<file path="config.mk">
export PLATFORM = sky130hd
export DESIGN_NAME = base64url_token_decoder_top
export DESIGN_NICKNAME = d
export VERILOG_FILES = /design/src/hw/rtl/b64t_pkg.sv /design/src/hw/rtl/base64url_token_decoder_top.sv /design/src/hw/rtl/b64t_front.sv /design/src/hw/rtl/b64t_queue.sv /design/src/hw/rtl/b64t_back.sv
export VERILOG_INCLUDE_DIRS = /design/src /design/src/hw/rtl
export SDC_FILE = /design/constraint.sdc
export NUM_CORES = 1
export LEC_CHECK = 0
export ABC_AREA = 1
export BUFFER_PORTS_ARGS = -buffer_cell sky130_fd_sc_hd__buf_2
export CORE_ASPECT_RATIO = 1.4
export CORE_MARGIN = 5
export CORE_UTILIZATION = 50
export DETAILED_ROUTE_END_ITERATION = 12
export GPL_ROUTABILITY_DRIVEN = 0
export PLACE_DENSITY = 0.67
export SLEW_MARGIN = 25
export SYNTH_ARGS = -nofsm -noshare
export SYNTH_HDL_FRONTEND = slang
export SYNTH_HIERARCHICAL = 1
export SYNTH_SLANG_ARGS = --single-unit
</file>
<file path="constraint.sdc">
create_clock -name clk -period 6.7 [get_ports clk]
set_input_delay 0.335 -clock clk [delete_from_list [all_inputs] [get_ports clk]]
set_output_delay 0.335 -clock clk [all_outputs]
set_load 0.02 [all_outputs]
</file>
<file path="src/hw/rtl/base64url_token_decoder_top_defines.svh">
// ----------------------------------------------------------------------------
// base64url token decoder assertion macros
// shared check macros, clocked on clk and disabled while rst is high
// ----------------------------------------------------------------------------
`ifndef BASE64URL_TOKEN_DECODER_TOP_DEFINES_SVH
`define BASE64URL_TOKEN_DECODER_TOP_DEFINES_SVH
`ifndef SYNTHESIS
`define B64T_ASSERT(lbl, prop, msg) \
  lbl: assert property (@(posedge clk) disable iff (rst) prop) else $error(msg);
`define B64T_NEVER(lbl, cond, msg) \
  lbl: assert property (@(posedge clk) disable iff (rst) !(cond)) else $error(msg);
`else
`define B64T_ASSERT(lbl, prop, msg)
`define B64T_NEVER(lbl, cond, msg)
`endif
`endif

</file>
<file path="src/hw/rtl/b64t_pkg.sv">
// ----------------------------------------------------------------------------
// b64t_pkg
// shared types, codes and the character lookup of the token decoder
// ----------------------------------------------------------------------------
package b64t_pkg;

  localparam int TOKEN_CHARS_DEF = 43;
  localparam int TOKEN_BYTES_DEF = 32;
  localparam int QUEUE_DEPTH_DEF = 4;

  localparam logic KIND_DATA   = 1'b0;
  localparam logic KIND_STATUS = 1'b1;

  typedef enum logic [1:0] {
    STATUS_OK       = 2'd0,
    STATUS_BAD_LEN  = 2'd1,
    STATUS_BAD_CHAR = 2'd2,
    STATUS_LEFTOVER = 2'd3
  } status_t;

  // one queue entry: the results caused by one character
  typedef struct packed {
    logic       has_byte;
    logic [7:0] byte_val;
    logic [4:0] index;
    logic       has_status;
    status_t    status;
  } rec_t;

  // returns {valid, value}
  function automatic logic [6:0] map_char(input logic [7:0] c);
    logic [6:0] r;
    r = 7'd0;
    if (c inside {[8'h41:8'h5A]}) begin
      r = {1'b1, 6'(c - 8'h41)};
    end else if (c inside {[8'h61:8'h7A]}) begin
      r = {1'b1, 6'(c - 8'h61 + 8'd26)};
    end else if (c inside {[8'h30:8'h39]}) begin
      r = {1'b1, 6'(c - 8'h30 + 8'd52)};
    end else if (c == 8'h2D) begin
      r = {1'b1, 6'd62};
    end else if (c == 8'h5F) begin
      r = {1'b1, 6'd63};
    end
    return r;
  endfunction

endpackage

</file>
<file path="src/hw/rtl/base64url_token_decoder_top.sv">
// ----------------------------------------------------------------------------
// base64url token decoder
// unpadded base64url characters in, decoded bytes and a token status out
// ----------------------------------------------------------------------------
// path: a result is written into the record queue when its character is accepted,
//   then loaded into the output register, from which it is popped
// rate: one character per cycle while the queue is not full; a final character
//   that also completes a byte gives two results, the data byte and then the status
// the record queue (QUEUE_DEPTH entries) sets how long input runs past a stall
// reset: synchronous rst clears token state, queue pointers and the valid flag of the output register
// ----------------------------------------------------------------------------
module base64url_token_decoder_top #(
  parameter int TOKEN_CHARS = b64t_pkg::TOKEN_CHARS_DEF,
  parameter int TOKEN_BYTES = b64t_pkg::TOKEN_BYTES_DEF,
  parameter int QUEUE_DEPTH = b64t_pkg::QUEUE_DEPTH_DEF
) (
  input  logic       clk,
  input  logic       rst,
  // character side
  input  logic [7:0] character,
  input  logic       final_char,
  input  logic       push,
  output logic       full,
  // result side
  output logic       kind,
  output logic [7:0] data_byte,
  output logic [4:0] byte_index,
  output logic [1:0] status,
  output logic       run_end,
  output logic       empty,
  input  logic       pop
);
  import b64t_pkg::*;

  // front -> queue
  rec_t wr_rec;
  logic wr_en;
  logic q_full;
  // queue -> back
  rec_t head;
  logic q_empty;
  logic q_pop;

  // front decodes each character and updates the token counters at accept;
  // it writes one record per character that causes any result
  b64t_front #(
    .TOKEN_CHARS(TOKEN_CHARS),
    .TOKEN_BYTES(TOKEN_BYTES)
  ) u_front (
    .clk       (clk),
    .rst       (rst),
    .character (character),
    .final_char(final_char),
    .push      (push),
    .full      (full),
    .q_full    (q_full),
    .rec_valid (wr_en),
    .rec       (wr_rec)
  );

  // records wait here so a stalled consumer does not stall the character side until the queue is full
  b64t_queue #(
    .DEPTH(QUEUE_DEPTH)
  ) u_queue (
    .clk   (clk),
    .rst   (rst),
    .wr_en (wr_en),
    .wr_rec(wr_rec),
    .full  (q_full),
    .rd_en (q_pop),
    .rd_rec(head),
    .empty (q_empty)
  );

  // back turns a record into a data byte item, a status item, or both in order
  b64t_back u_back (
    .clk       (clk),
    .rst       (rst),
    .head      (head),
    .q_empty   (q_empty),
    .q_pop     (q_pop),
    .kind      (kind),
    .data_byte (data_byte),
    .byte_index(byte_index),
    .status    (status),
    .run_end   (run_end),
    .empty     (empty),
    .pop       (pop)
  );

endmodule

</file>
<file path="src/hw/rtl/b64t_front.sv">
// ----------------------------------------------------------------------------
// b64t_front
// accepts characters, keeps the bit accumulator and token counters
// ----------------------------------------------------------------------------
module b64t_front #(
  parameter int TOKEN_CHARS = b64t_pkg::TOKEN_CHARS_DEF,
  parameter int TOKEN_BYTES = b64t_pkg::TOKEN_BYTES_DEF
) (
  input  logic          clk,
  input  logic          rst,
  input  logic [7:0]    character,
  input  logic          final_char,
  input  logic          push,
  output logic          full,
  input  logic          q_full,
  output logic          rec_valid,
  output b64t_pkg::rec_t rec
);
  import b64t_pkg::*;

  localparam int CW = $clog2(TOKEN_CHARS + 2);
  localparam int BW = $clog2(TOKEN_BYTES + 2);

  logic [5:0]    leftover_bits, leftover_bits_next;
  logic [2:0]    leftover_count, leftover_count_next;
  logic [CW-1:0] char_count, char_count_next;
  logic [BW-1:0] bytes_out, bytes_out_next;
  logic          bad_char_seen, bad_now;

  logic          accept;
  logic [6:0]    mapped;
  logic [11:0]   acc;
  logic          byte_ready;
  logic [7:0]    byte_val;
  logic          emit;
  logic [BW+4:0] index_ext;
  status_t       st;

  assign full   = q_full;
  assign accept = push && !q_full;

  always_comb begin
    mapped  = map_char(character);
    bad_now = bad_char_seen || !mapped[6];
    acc     = {leftover_bits, (mapped[6] ? mapped[5:0] : 6'd0)};

    char_count_next = (char_count <= CW'(TOKEN_CHARS)) ? CW'(char_count + 1'b1)
                                                      : char_count;
    // take a byte off the top once eight bits are there
    case (leftover_count)
      3'd2: begin
        byte_ready          = 1'b1;
        byte_val            = acc[7:0];
        leftover_bits_next  = 6'd0;
        leftover_count_next = 3'd0;
      end
      3'd4: begin
        byte_ready          = 1'b1;
        byte_val            = acc[9:2];
        leftover_bits_next  = {4'd0, acc[1:0]};
        leftover_count_next = 3'd2;
      end
      3'd6: begin
        byte_ready          = 1'b1;
        byte_val            = acc[11:4];
        leftover_bits_next  = {2'd0, acc[3:0]};
        leftover_count_next = 3'd4;
      end
      default: begin
        byte_ready          = 1'b0;
        byte_val            = 8'd0;
        leftover_bits_next  = acc[5:0];
        leftover_count_next = 3'd6;
      end
    endcase

    emit = byte_ready && (bytes_out < BW'(TOKEN_BYTES)) && !bad_now;
    bytes_out_next = (byte_ready && (bytes_out <= BW'(TOKEN_BYTES))) ?
                     BW'(bytes_out + 1'b1) : bytes_out;

    if ((char_count_next != CW'(TOKEN_CHARS)) || (bytes_out_next != BW'(TOKEN_BYTES))) begin
      st = STATUS_BAD_LEN;
    end else if (bad_now) begin
      st = STATUS_BAD_CHAR;
    end else if (leftover_bits_next != 6'd0) begin
      st = STATUS_LEFTOVER;
    end else begin
      st = STATUS_OK;
    end

    index_ext      = {5'd0, bytes_out};
    rec.has_byte   = emit;
    rec.byte_val   = byte_val;
    rec.index      = index_ext[4:0];
    rec.has_status = final_char;
    rec.status     = st;
    rec_valid      = accept && (emit || final_char);
  end

  always_ff @(posedge clk) begin
    if (rst || (accept && final_char)) begin
      leftover_bits  <= 6'd0;
      leftover_count <= 3'd0;
      char_count     <= '0;
      bytes_out      <= '0;
      bad_char_seen  <= 1'b0;
    end else if (accept) begin
      leftover_bits  <= leftover_bits_next;
      leftover_count <= leftover_count_next;
      char_count     <= char_count_next;
      bytes_out      <= bytes_out_next;
      bad_char_seen  <= bad_now;
    end
  end

endmodule

</file>
<file path="src/hw/rtl/b64t_queue.sv">
// ----------------------------------------------------------------------------
// b64t_queue
// short queue of result records between front and back
// ----------------------------------------------------------------------------
`include "base64url_token_decoder_top_defines.svh"

module b64t_queue #(
  parameter int DEPTH = b64t_pkg::QUEUE_DEPTH_DEF
) (
  input  logic           clk,
  input  logic           rst,
  input  logic           wr_en,
  input  b64t_pkg::rec_t wr_rec,
  output logic           full,
  input  logic           rd_en,
  output b64t_pkg::rec_t rd_rec,
  output logic           empty
);
  import b64t_pkg::*;

  localparam int PW    = (DEPTH > 1) ? $clog2(DEPTH) : 1;
  localparam int CNT_W = $clog2(DEPTH + 1);

  rec_t             slots [DEPTH];
  logic [PW-1:0]    wr_ptr, rd_ptr;
  logic [CNT_W-1:0] count;

  assign full   = (count == CNT_W'(DEPTH));
  assign empty  = (count == '0);
  assign rd_rec = slots[rd_ptr];

  always_ff @(posedge clk) begin
    if (wr_en) begin
      slots[wr_ptr] <= wr_rec;
    end
  end

  always_ff @(posedge clk) begin
    if (rst) begin
      wr_ptr <= '0;
      rd_ptr <= '0;
      count  <= '0;
    end else begin
      if (wr_en) begin
        wr_ptr <= (wr_ptr == PW'(DEPTH - 1)) ? '0 : PW'(wr_ptr + 1'b1);
      end
      if (rd_en) begin
        rd_ptr <= (rd_ptr == PW'(DEPTH - 1)) ? '0 : PW'(rd_ptr + 1'b1);
      end
      if (wr_en && !rd_en) begin
        count <= CNT_W'(count + 1'b1);
      end else if (rd_en && !wr_en) begin
        count <= CNT_W'(count - 1'b1);
      end
    end
  end

  `B64T_NEVER(a_no_write_when_full, wr_en && full, "queue written while full")
  `B64T_NEVER(a_no_read_when_empty, rd_en && empty, "queue read while empty")

endmodule

</file>
<file path="src/hw/rtl/b64t_back.sv">
// ----------------------------------------------------------------------------
// b64t_back
// expands queued records into result items behind an output register
// ----------------------------------------------------------------------------
`include "base64url_token_decoder_top_defines.svh"

module b64t_back (
  input  logic           clk,
  input  logic           rst,
  input  b64t_pkg::rec_t head,
  input  logic           q_empty,
  output logic           q_pop,
  output logic           kind,
  output logic [7:0]     data_byte,
  output logic [4:0]     byte_index,
  output logic [1:0]     status,
  output logic           run_end,
  output logic           empty,
  input  logic           pop
);
  import b64t_pkg::*;

  logic out_valid;
  logic phase;      // byte of the head record already sent, status still due
  logic load;
  logic send_byte;

  assign empty     = !out_valid;
  assign load      = !out_valid || pop;
  assign send_byte = head.has_byte && !phase;
  assign q_pop     = load && !q_empty && !(send_byte && head.has_status);

  always_ff @(posedge clk) begin
    if (rst) begin
      out_valid <= 1'b0;
      phase     <= 1'b0;
    end else if (load) begin
      out_valid <= !q_empty;
      if (!q_empty) begin
        phase <= send_byte && head.has_status;
      end
    end
  end

  always_ff @(posedge clk) begin
    if (load && !q_empty) begin
      if (send_byte) begin
        kind       <= KIND_DATA;
        data_byte  <= head.byte_val;
        byte_index <= head.index;
        status     <= STATUS_OK;
        run_end    <= !head.has_status;
      end else begin
        kind       <= KIND_STATUS;
        data_byte  <= 8'd0;
        byte_index <= 5'd0;
        status     <= head.status;
        run_end    <= 1'b1;
      end
    end
  end

  `B64T_ASSERT(a_phase_has_both,
    phase |-> (!q_empty && head.has_byte && head.has_status), "split record lost")
  `B64T_ASSERT(a_status_after_byte,
    (load && phase) |=> (kind == KIND_STATUS && run_end), "status not sent after byte")
  `B64T_ASSERT(a_hold_until_pop,
    (out_valid && !pop) |=> (out_valid && $stable(kind)), "result dropped before pop")

endmodule
</file>
# --- Word level (Yosys, flattened, before mapping) ---
# Memories as Yosys holds them, arrays and structs flattened. A register that Yosys moved wholly into a read port is not among the register bits.
# Index checks and enable logic that the tools add are counted.
op_classes:
  n_mux: 24
  n_addsub: 11
  bitwise: 1
  n_reduce_logical: 35
  eq_ne: 10
  n_lt_le_gt_ge: 9
ops:
  columns: ["operator", "count"]
  rows:
  - ["two-way mux 7 bit", 5]
  - ["case mux 8 bit (3 select lines)", 1]
  - ["two-way mux 6 bit", 3]
  - ["case mux 6 bit (3 select lines)", 1]
  - [">= comparator 8 x 7 -> 1 bit (second input constant)", 2]
  - ["<= comparator 8 x 7 -> 1 bit (second input constant)", 2]
  - ["logical AND 1 bit", 15]
  - ["two-way mux 2 bit", 7]
  - ["adder 6 x 1 -> 6 bit (second input constant)", 2]
  - ["<= comparator 6 bit (second input constant)", 2]
  - ["!= test 6 bit (second input constant)", 2]
  - ["subtractor 6 bit (second input constant)", 2]
  - ["logical NOT 1 bit", 10]
  - ["equality test 3 bit (second input constant)", 3]
  - ["case mux 3 bit (3 select lines)", 1]
  - ["equality test 8 x 6 -> 1 bit (second input constant)", 1]
  - ["equality test 8 x 7 -> 1 bit (second input constant)", 1]
  - [">= comparator 8 x 6 -> 1 bit (second input constant)", 1]
  - ["<= comparator 8 x 6 -> 1 bit (second input constant)", 1]
  - ["adder 6 x 5 -> 6 bit (second input constant)", 1]
  - ["adder 6 bit (second input constant)", 1]
  - ["< comparator 6 bit (second input constant)", 1]
  - ["two-way mux 3 bit", 2]
  - ["nonzero test 6 bit", 1]
  - ["other kinds (13)", 22]
word_totals:
  word_cells: 106
  ram_bits: 68
  output_inout_bits: 19
  n_memories: 1
  regBits: 48
memory_table:
  columns: ["name", "words", "width", "rd", "rd_clocked_by_memory_dff", "wr", "line_no", "text"]
  rows:
  - ["u_queue.slots", 4, 17, 1, 1, 1, "b64t_queue.sv:24", "rec_t slots [DEPTH];"]

# --- Depth between registers and ports, before layout ---
# Gate-level depths: netlist of the first run.
depth:
  word_depth: 16
  depth_mapped: 23
  ltp_nobuf: 22

# --- Modules after synthesis ---
# The synthesis of the first run kept the hierarchy.
by_module_without_submodules:
  columns: ["mod", "cells_each", "n_inst", "area_per_inst_um2"]
  rows:
  - ["b64t_queue", 223, 1, 3039.2]
  - ["b64t_front", 367, 1, 2174.6]
  - ["b64t_back", 68, 1, 788.3]

# --- Worst setup path before layout of the first run ---
# No wires, ideal clock.
synth_timing:
  kind: "input -> register"
  from: "in character[2]"
  to: "reg u_queue.count[2]"
  n_path_buf: 1
  arrival_time_ns: 2.760
  stages: 23
  setup_slack_ns: 3.830
  required_time_ns: 6.590
  setup_ns: 0.110
  cell_sequence: "buf_6 -> inv_1 -> ha_1 -> nand2_1 -> nand2_1 -> nand3_1 -> nand2_1 -> nand2_2 -> nand2_4 -> nand2_1 -> o21ai_0 -> inv_1 -> nand3_1 -> o21ai_0 -> ha_1 -> inv_1 -> fa_1 -> inv_1 -> nand2_1 -> nand3_1 -> nand2_1 -> inv_1 -> nor2_1"
synth_between:
  elab_chain_cells: 15
  elab_cells_between_ends: 27
  classes_between: "6 x order compare; 2 x eq/ne; 6 x mux; 13 x reduce/logical"
synth_rtl:
  columns: ["item", "line_no", "text"]
  rows:
  - ["start, declared", "base64url_token_decoder_top.sv:20", "input logic [7:0] character,"]
  - ["parallel branches: the longest is 5 deep, another holds >= comparator 8 x 6 -> 1 bit", null, null]
  - ["two-way mux 7 bit (*)", "b64t_pkg.sv:34", "if (c inside {[8'h41:8'h5A]}) begin"]
  - ["logical NOT 1 bit (*)", "b64t_front.sv:44", "bad_now = bad_char_seen || !mapped[6];"]
  - ["logical OR 1 bit (*)", "b64t_front.sv:44", null]
  - ["logical NOT 1 bit (*)", "b64t_front.sv:77", "emit = byte_ready && (bytes_out < BW'(TOKEN_BYTES)) && !bad_now;"]
  - ["logical AND 1 bit (*)", "b64t_front.sv:77", null]
  - ["logical OR 1 bit (*)", "b64t_front.sv:97", "rec_valid = accept && (emit || final_char);"]
  - ["logical AND 1 bit (*)", "b64t_front.sv:97", null]
  - ["via wr_en", "base64url_token_decoder_top.sv:37", "logic wr_en;"]
  - ["logical NOT 1 bit", "b64t_queue.sv:52", "end else if (rd_en && !wr_en) begin"]
  - ["logical AND 1 bit", "b64t_queue.sv:52", null]
  - ["nonzero test 2 bit (no source line)", null, null]
  - ["end signal, assigned", "b64t_queue.sv:51", "count <= CNT_W'(count + 1'b1);"]
  - ["end signal, assigned", "b64t_queue.sv:53", "count <= CNT_W'(count - 1'b1);"]
  - ["end, declared", "b64t_queue.sv:26", "logic [CNT_W-1:0] count;"]
# Mark *: on every way through the listed nets, which the timed path passes.
# A chain may end at the register's enable or synchronous reset.

# --- Worst setup path after layout of the first run ---
layout_timing:
  from: "reg u_queue.count[0]"
  to: "reg u_queue.count[2]"
layout_between:
  elab_chain_cells: 7
  elab_cells_between_ends: 17
  classes_between: "2 x add/sub; 1 x eq/ne; 2 x mux; 12 x reduce/logical"
layout_rtl:
  columns: ["item", "line_no", "text"]
  rows:
  - ["equality test 3 bit (*)", "b64t_queue.sv:28", "assign full = (count == CNT_W'(DEPTH));"]
  - ["logical NOT 1 bit (*)", "b64t_front.sv:40", "assign accept = push && !q_full;"]
  - ["logical AND 1 bit (*)", "b64t_front.sv:40", null]
  - ["logical AND 1 bit (*)", "b64t_front.sv:97", null]
  - ["via wr_en", "base64url_token_decoder_top.sv:37", null]
  - ["logical NOT 1 bit", "b64t_queue.sv:52", null]
  - ["logical AND 1 bit", "b64t_queue.sv:52", null]
  - ["nonzero test 2 bit (no source line)", null, null]
# Mark *: on every way through the listed nets, which the timed path passes. The rest lies on a longest branch. The select of a mux whose other input is x is not followed.

==> impl_results.md, run 1 <==
* TNS Setup at 0 ns
* Layout fillers at 1,028
* Top post-synthesis cells by area: edfxtp_1 (43%), dfxtp_1 (11%), nand2_1 (7.2%)
* Iteration-0 DRC Markers at 179
* Clk slew on worst S/H paths at 0.05 ns
* Clock Skew at 0.00885 ns
* Clk buf depth at 2
* Max_slew headroom at 0.470
* # clock sinks at 117
* Area Overhead vs Synth at 12.9%
* Largest net degree at the start of global routing at 36
* Post-Synthesis Cells at 658
* Hold Path Origin: final_char
* Post-DRT Antenna Nets at 0
* Status: finished clean
* Final worst-path setup slack at 3.52 ns
* Die ar. at 0.0143 mm²
* CP startpoint: u_queue/count[0]
* Main synth FF type: edfxtp_1
* CTS Buf Count at 17
* Depth of the CTS H-tree at 4
* Final hold violations at 0
* Total power at 2.70 mW
* Sequential-to-total area share from yosys stat at 0.532
* Most frequent cells after synthesis: nand2_1 (115), inv_1 (94), edfxtp_1 (85)
* Hold Path Class: input port to register
* Share of layout cells above drive strength 1 at 0.146
* GR Overflow Total at 0
* Syn nets at 694
* First drt pass iteration count at 5
* Worst R2R Start: u_queue/count[0]
* Power Dens Cells at 398 mW/mm²
* GRT Util Overall at 0.172
* Routed len/inst at 14.1 µm
* Asr flop ratio synth at 0
* Worst Tran Pin Value at 0.795 ns
* Final Setup Violations at 0
* Via count at 4,407
* PortBufs at 31
* Crit path time final at 3.18 ns
* WP data required at 7.01 ns
* Slew Limit Fails at 0
* NumNets Final at 717
* CP Class: register to register
* CP endpoint kind: register
* Yosys Warn Count at 6
* Highest Clock Rate at 315 MHz
* Max IR drop VDD at 191 µV
* CP Cell Sequence: nor3_1, nor2_1, buf_4, clkinv_1, o21ai_0, ha_1, inv_1, fa_1, nand2_1, nand4_1, nand2_1, nor2_1
* Syn avg cell area at 9.12 µm²
* DRC violations left at 0
* Count leader, synth: nand2_1
* # IOs at 32
* CTS tree: done
* Critical path's slowest cell: o21ai_0
* Clk_lat worst skew at 0.41 ns
* Largest area contributor in the netlist: edfxtp_1
* Final worst-path cycle share at 0.474
* Ant diodes at 0
* Max incr delay on CP at 0.67 ns
* Die height at 140 µm
* Synth Cell Area at 0.00600 mm²
* Static Leak at 2.99 nW
* Setup Buffers After CTS at 0
* Initial antenna violation count at 0
* Initial core utilization at 0.508
* Sequential Area at 0.00319 mm²
* Count of cell types in the netlist at 37
* Area of the multi-input gates at 0.00221 mm²
* CTS Root Cell: clkbuf_16
* Crit path DAT at 3.48 ns
* #FFs+latches synth at 117
* Crit path max fanout at 24
* Die Width at 103 µm
* Hold-fix buffers, CTS at 0
* RSZ-0062 raised after global routing: false
* CP startpoint kind: register
* Cts repair resizes at 0
* Vias per cell at 5.24
* Max Cap Viol at 0
* Vias in the first global route at 4,269
* Number of synthesized flops with an enable pin at 85
* Site row count at 47
* Drt total wl at 11.8 mm
* DP Wirelength at 8.28 mm
* Core ar. at 0.0118 mm²
* Post-synth top area share at 0.425
* Setup Slack @ Placement at 3.32 ns
* First-pass GRT wire length at 19.3 mm
-- layout by cell type, fill, tap and decap left out, types with 2 or more instances in the layout --
cell type  count
nand2_1      115
inv_1         94
edfxtp_1      85
nor2_1        70
nand3_1       40
o21ai_0       37
dfxtp_1       32
buf_2         31
a21oi_1       23
ha_1          22
clkbuf_16     17
o22ai_1       17
nor2_2        13
o21ai_1       13
nand4_1       12
o21ai_2       12
xor2_1         9
bufinv_16      6
nor3_1         6
clkinv_1       5
nand2_2        5
inv_2          4
clkinv_2       3
clkbuf_1       2
nand2_4        2
nor2_4         2
nand3b_1       2
a31oi_1        2
o211ai_1       2
buf_4          2
-- kinds of logic (layout without fill, tap and decap cells) --
group,after synthesis,in the layout,share of synthesized area
AND/OR/NAND/NOR,269,269,0.198
XOR/XNOR,10,10,0.0146
buffers and inverters,129,165,0.100
flip-flops,117,117,0.532
adder cells (fa/ha/maj),23,23,0.0492
AO/OA/AOI/OAI,110,110,0.106
-- registers in the layout (all words and copies together) (netlist names), named ones only --
name and cells:
u_back/byte_index 5, u_front/bytes_out 6, u_front/leftover_count 2, u_back/kind 1, u_queue/slots 68, u_queue/rd_ptr 2, u_front/bad_char_seen 1, u_back/out_valid 1
u_back/status 2, u_front/leftover_bits 6, u_front/char_count 6, u_queue/count 3, u_queue/wr_ptr 2, u_back/run_end 1, u_back/phase 1, u_back/data_byte 8
-- power by group --
part           leakage (nW)  internal [mW]  total (mW)  switching [mW]
clock network         0.315          0.689       0.983           0.294
logic                  1.59          0.220       0.716           0.495
registers              1.08          0.938        1.00          0.0639
total                  2.99           1.85        2.70           0.853
-- path summary, 6_finish.rpt --
| path | depth (start not counted) | to | slack [ns] |
|---|---|---|---|
| worst max register to register | 12 | u_queue/count[2] | 3.52 |
| worst min-delay path | 1 | u_queue/slots[3][2] | 0.18 |
| worst min register to register | 2 | u_front/bad_char_seen | 0.46 |
| worst max-delay path | 12 | u_queue/count[2] | 3.52 |
-- metal layers --
layer | GRT usage | wire (µm)
met1 | 0.183 | 4570
met2 | 0.317 | 6520
met3 | 0.0361 | 525
met4 | 0.0739 | 207
met5 | 0 | 0
-- final cells by class --
cell class / count / share of cell area
Clock buffer: 19 / 0.0639
Clock inverter: 13 / 0.0310
Inverter: 100 / 0.0558
Multi-Input combinational cell: 412 / 0.326
Sequential cell: 117 / 0.471
Tap cell: 147 / 0.0271
Timing Repair Buffer: 33 / 0.0251
-- through the flow --
step           utilization  instance area [µm²]  instances  hold WS (ns)
4_1_cts              0.573                 6780        841         0.160
3_3_place_gp         0.519                 6130        809         0.466
2_1_floorplan            -                 6000        658         0.404
5_1_grt              0.573                 6780        841         0.174
3_5_place_dp         0.519                 6130        809         0.457
6_report             0.573                 6780        841         0.177
-- worst max-delay path: cells and delay by family, from the launching register on --
family / cells / cell delay (ns)
AOI/OAI and AO/OA: 1 / 0.67
DFF: 1 / 0.42
adders and majority gates: 2 / 0.66
and+or+nand+nor: 6 / 0.54
buffers and inverters: 3 / 0.79
(Power assumes the default switching activity.)
==> inputs of run 2 (changes only) <==
==> constraint.sdc (replaced) <==
create_clock -name clk -period 3.3 [get_ports clk]
set_input_delay 0.165 -clock clk [delete_from_list [all_inputs] [get_ports clk]]
set_output_delay 0.165 -clock clk [all_outputs]
set_load 0.02 [all_outputs]
==> impl_results.md, run 2 (synthesis results as in run 1) <==
* Most common cell after layout, fill and taps aside: nand2_1 (unchanged)
* Final worst-path cycle share at 0.783 (was 0.474)
* Share of layout cells above drive strength 1 at 0.158 (was 0.146)
* Clock Skew at 0.00925 ns (was 0.00885 ns)
* DP Wirelength at 8.32 mm (was 8.28 mm)
* Die height at 140 µm (unchanged)
* Total power at 5.44 mW (was 2.70 mW)
* Crit path time final at 2.58 ns (was 3.18 ns)
* Post-DRT Antenna Nets at 0 (unchanged)
* Initial core utilization at 0.508 (unchanged)
* Iteration-0 DRC Markers at 183 (was 179)
* Status: finished clean (unchanged)
* Setup Buffers After CTS at 0 (unchanged)
* Max_slew headroom at 0.577 (was 0.470)
* Max IR drop VDD at 301 µV (was 191 µV)
* CP endpoint kind: register (unchanged)
* NumNets Final at 727 (was 717)
* Sequential Power Share at 0.374 (was 0.371)
* CP Cell Sequence: inv_4, o21ai_0, o22ai_1, nand2_4, nor2_4, nor2_2, inv_1, ha_1, inv_1, fa_1, nand2_1, nand3_1, nand2_1, inv_1, nor2_1 (was nor3_1, nor2_1, buf_4, clkinv_1, o21ai_0, ha_1, inv_1, fa_1, nand2_1, nand4_1, nand2_1, nor2_1)
* Depth of the CTS H-tree at 4 (unchanged)
* GRT Util Overall at 0.175 (was 0.172)
* First-pass GRT wire length at 19.5 mm (was 19.3 mm)
* Clk buf depth at 2 (unchanged)
* Hold Path Class: input port to register (unchanged)
* Clk_lat worst skew at 0.40 ns (was 0.41 ns)
* Critical path's slowest cell: dfxtp_1 (was o21ai_0)
* Sequential Area at 0.00319 mm² (unchanged)
* Final hold violations at 0 (unchanged)
* RSZ-0062 raised after global routing: false (unchanged)
* First drt pass iteration count at 7 (was 5)
* Die Width at 103 µm (unchanged)
* # clock sinks at 117 (unchanged)
* Drt total wl at 11.8 mm (about the same)
* Slew Limit Fails at 0 (unchanged)
* Sw Share at 0.318 (was 0.316)
* Largest net degree at the start of global routing at 35 (was 36)
* Final Setup Violations at 0 (unchanged)
* Max reg flops at 68 (unchanged)
* Net switching power at 1.73 mW (was 853 µW)
* Area of the multi-input gates at 0.00221 mm² (unchanged)
* Ant diodes at 0 (unchanged)
* Area Overhead vs Synth at 13.8% (was 12.9%)
* CTS tree: done (unchanged)
* Vias in the first global route at 4,282 (was 4,269)
* Max incr delay on CP at 0.40 ns (was 0.67 ns)
* TNS Setup at 0 ns (unchanged)
* PortBufs at 31 (unchanged)
* Static Leak at 3.03 nW (was 2.99 nW)
* Layout fillers at 1,025 (was 1,028)
* Fin util at 0.578 (was 0.573)
* Worst Tran Pin Value at 0.633 ns (was 0.795 ns)
* Pint at 3.71 mW (was 1.85 mW)
* Max Cap Viol at 0 (unchanged)
* CP Class: register to register (unchanged)
* CTS Root Cell: clkbuf_16 (unchanged)
* Site row count at 47 (unchanged)
* Register with the most flip-flops: u_queue/slots (unchanged)
* Vias per cell at 5.17 (was 5.24)
* Clk slew on worst S/H paths at 0.05 ns (about the same)
* CP startpoint kind: register (unchanged)
* GR Overflow Total at 0 (unchanged)
* # IOs at 32 (unchanged)
* Worst path most repeated cell: inv_1
* Commonest non-fill, non-tap cells in the layout: nand2_1 (115), inv_1 (94), edfxtp_1 (85) (unchanged)
* Power Dens Cells at 796 mW/mm² (was 398 mW/mm²)
* Cts repair resizes at 0 (unchanged)
* Crit path max fanout at 34 (was 24)
* Die ar. at 0.0143 mm² (unchanged)
* Core ar. at 0.0118 mm² (unchanged)
* Largest regs: u_queue/slots (68), u_back/data_byte (8) (unchanged)
* Via count at 4,400 (was 4,407)
* Clock share of power at 0.352 (was 0.364)
* Initial antenna violation count at 0 (unchanged)
* Routed len/inst at 13.9 µm (was 14.1 µm)
* DRC violations left at 0 (unchanged)
* CTS Buf Count at 17 (unchanged)
* Part of the power in combinational logic at 0.274 (was 0.265)
* Highest Clock Rate at 387 MHz (was 315 MHz)
* Crit path DAT at 2.93 ns (was 3.48 ns)
* WP data required at 3.64 ns (was 7.01 ns)
-- run 2: cell count changes in the layout (fill, tap and decap cells not counted), sizes merged --
| cell | delta |
|---|---|
| buf | +9 |
| clkbuf | +2 |
| clkinv | -2 |
| bufinv | -1 |
| clkinvlp | +1 |
| dlygate4sd3 | +1 |
-- run 2: worst paths after layout --
| path | from | end | slack (ns) | depth (start not counted) |
|---|---|---|---|---|
| max reg2reg | register | u_queue/count[2] | 0.72 | 15 |
| max | register | u_queue/count[2] | 0.72 | 15 |
| min reg2reg | u_front/bad_char_seen | u_front/bad_char_seen | 0.46 | 2 |
| min | rst | u_queue/count[0] | 0.03 | 2 |
-- run 2: per-layer routing --
metal	track usage	up-vias	routed length, µm
met3	0.0471	19	460
met4	0.0733	0	268
met5	0	-	0
met1	0.194	2037	4800
met2	0.309	106	6280
li1	-	2238	-
-- run 2: layout make-up --
type,instances,area share
sequential,117,0.467
multi-input combinational,412,0.323
clock buffer,21,0.0645
inverter,100,0.0553
timing repair buffer,43,0.0363
tap,147,0.0269
clock inverter,11,0.0266
-- run 2: timing repair --
item                                   4_1_cts  5_1_grt
hold buffers                                 1        0
setup endpoints to repair                    0        0
endpoints found under the hold margin        1        0
-- run 2: power by group through the flow --
stage / clock network, mW / registers [mW] / logic (mW)
after floorplan: 0 / 2.17 / 1.06
after global placement: 0 / 2.05 / 1.46
after detailed placement: 0 / 2.06 / 1.50
after CTS: 1.95 / 2.04 / 1.51
after global routing: 2.03 / 2.06 / 1.68
final: 1.92 / 2.03 / 1.49
-- run 2: metrics by stage --
stage | setup slack (ns) | cell area, µm² | std cells | hold slack [ns]
CTS | 0.700 | 6830 | 851 | 0.0145
detailed placement | 0.428 | 6200 | 818 | 0.427
finish | 0.715 | 6830 | 851 | 0.0316
global placement | 0.506 | 6200 | 818 | 0.420
global route | 0.428 | 6830 | 851 | 0.0355
floorplan | 0.600 | 6000 | 658 | 0.234
-- run 2: worst max-delay path, delay by kind of cell, from the launching register on --
kind | cells | cell delay [ns]
simple gates | 7 | 0.58
buf+inv | 4 | 0.57
fa+ha+maj | 2 | 0.56
flops | 1 | 0.40
compound gates | 2 | 0.40
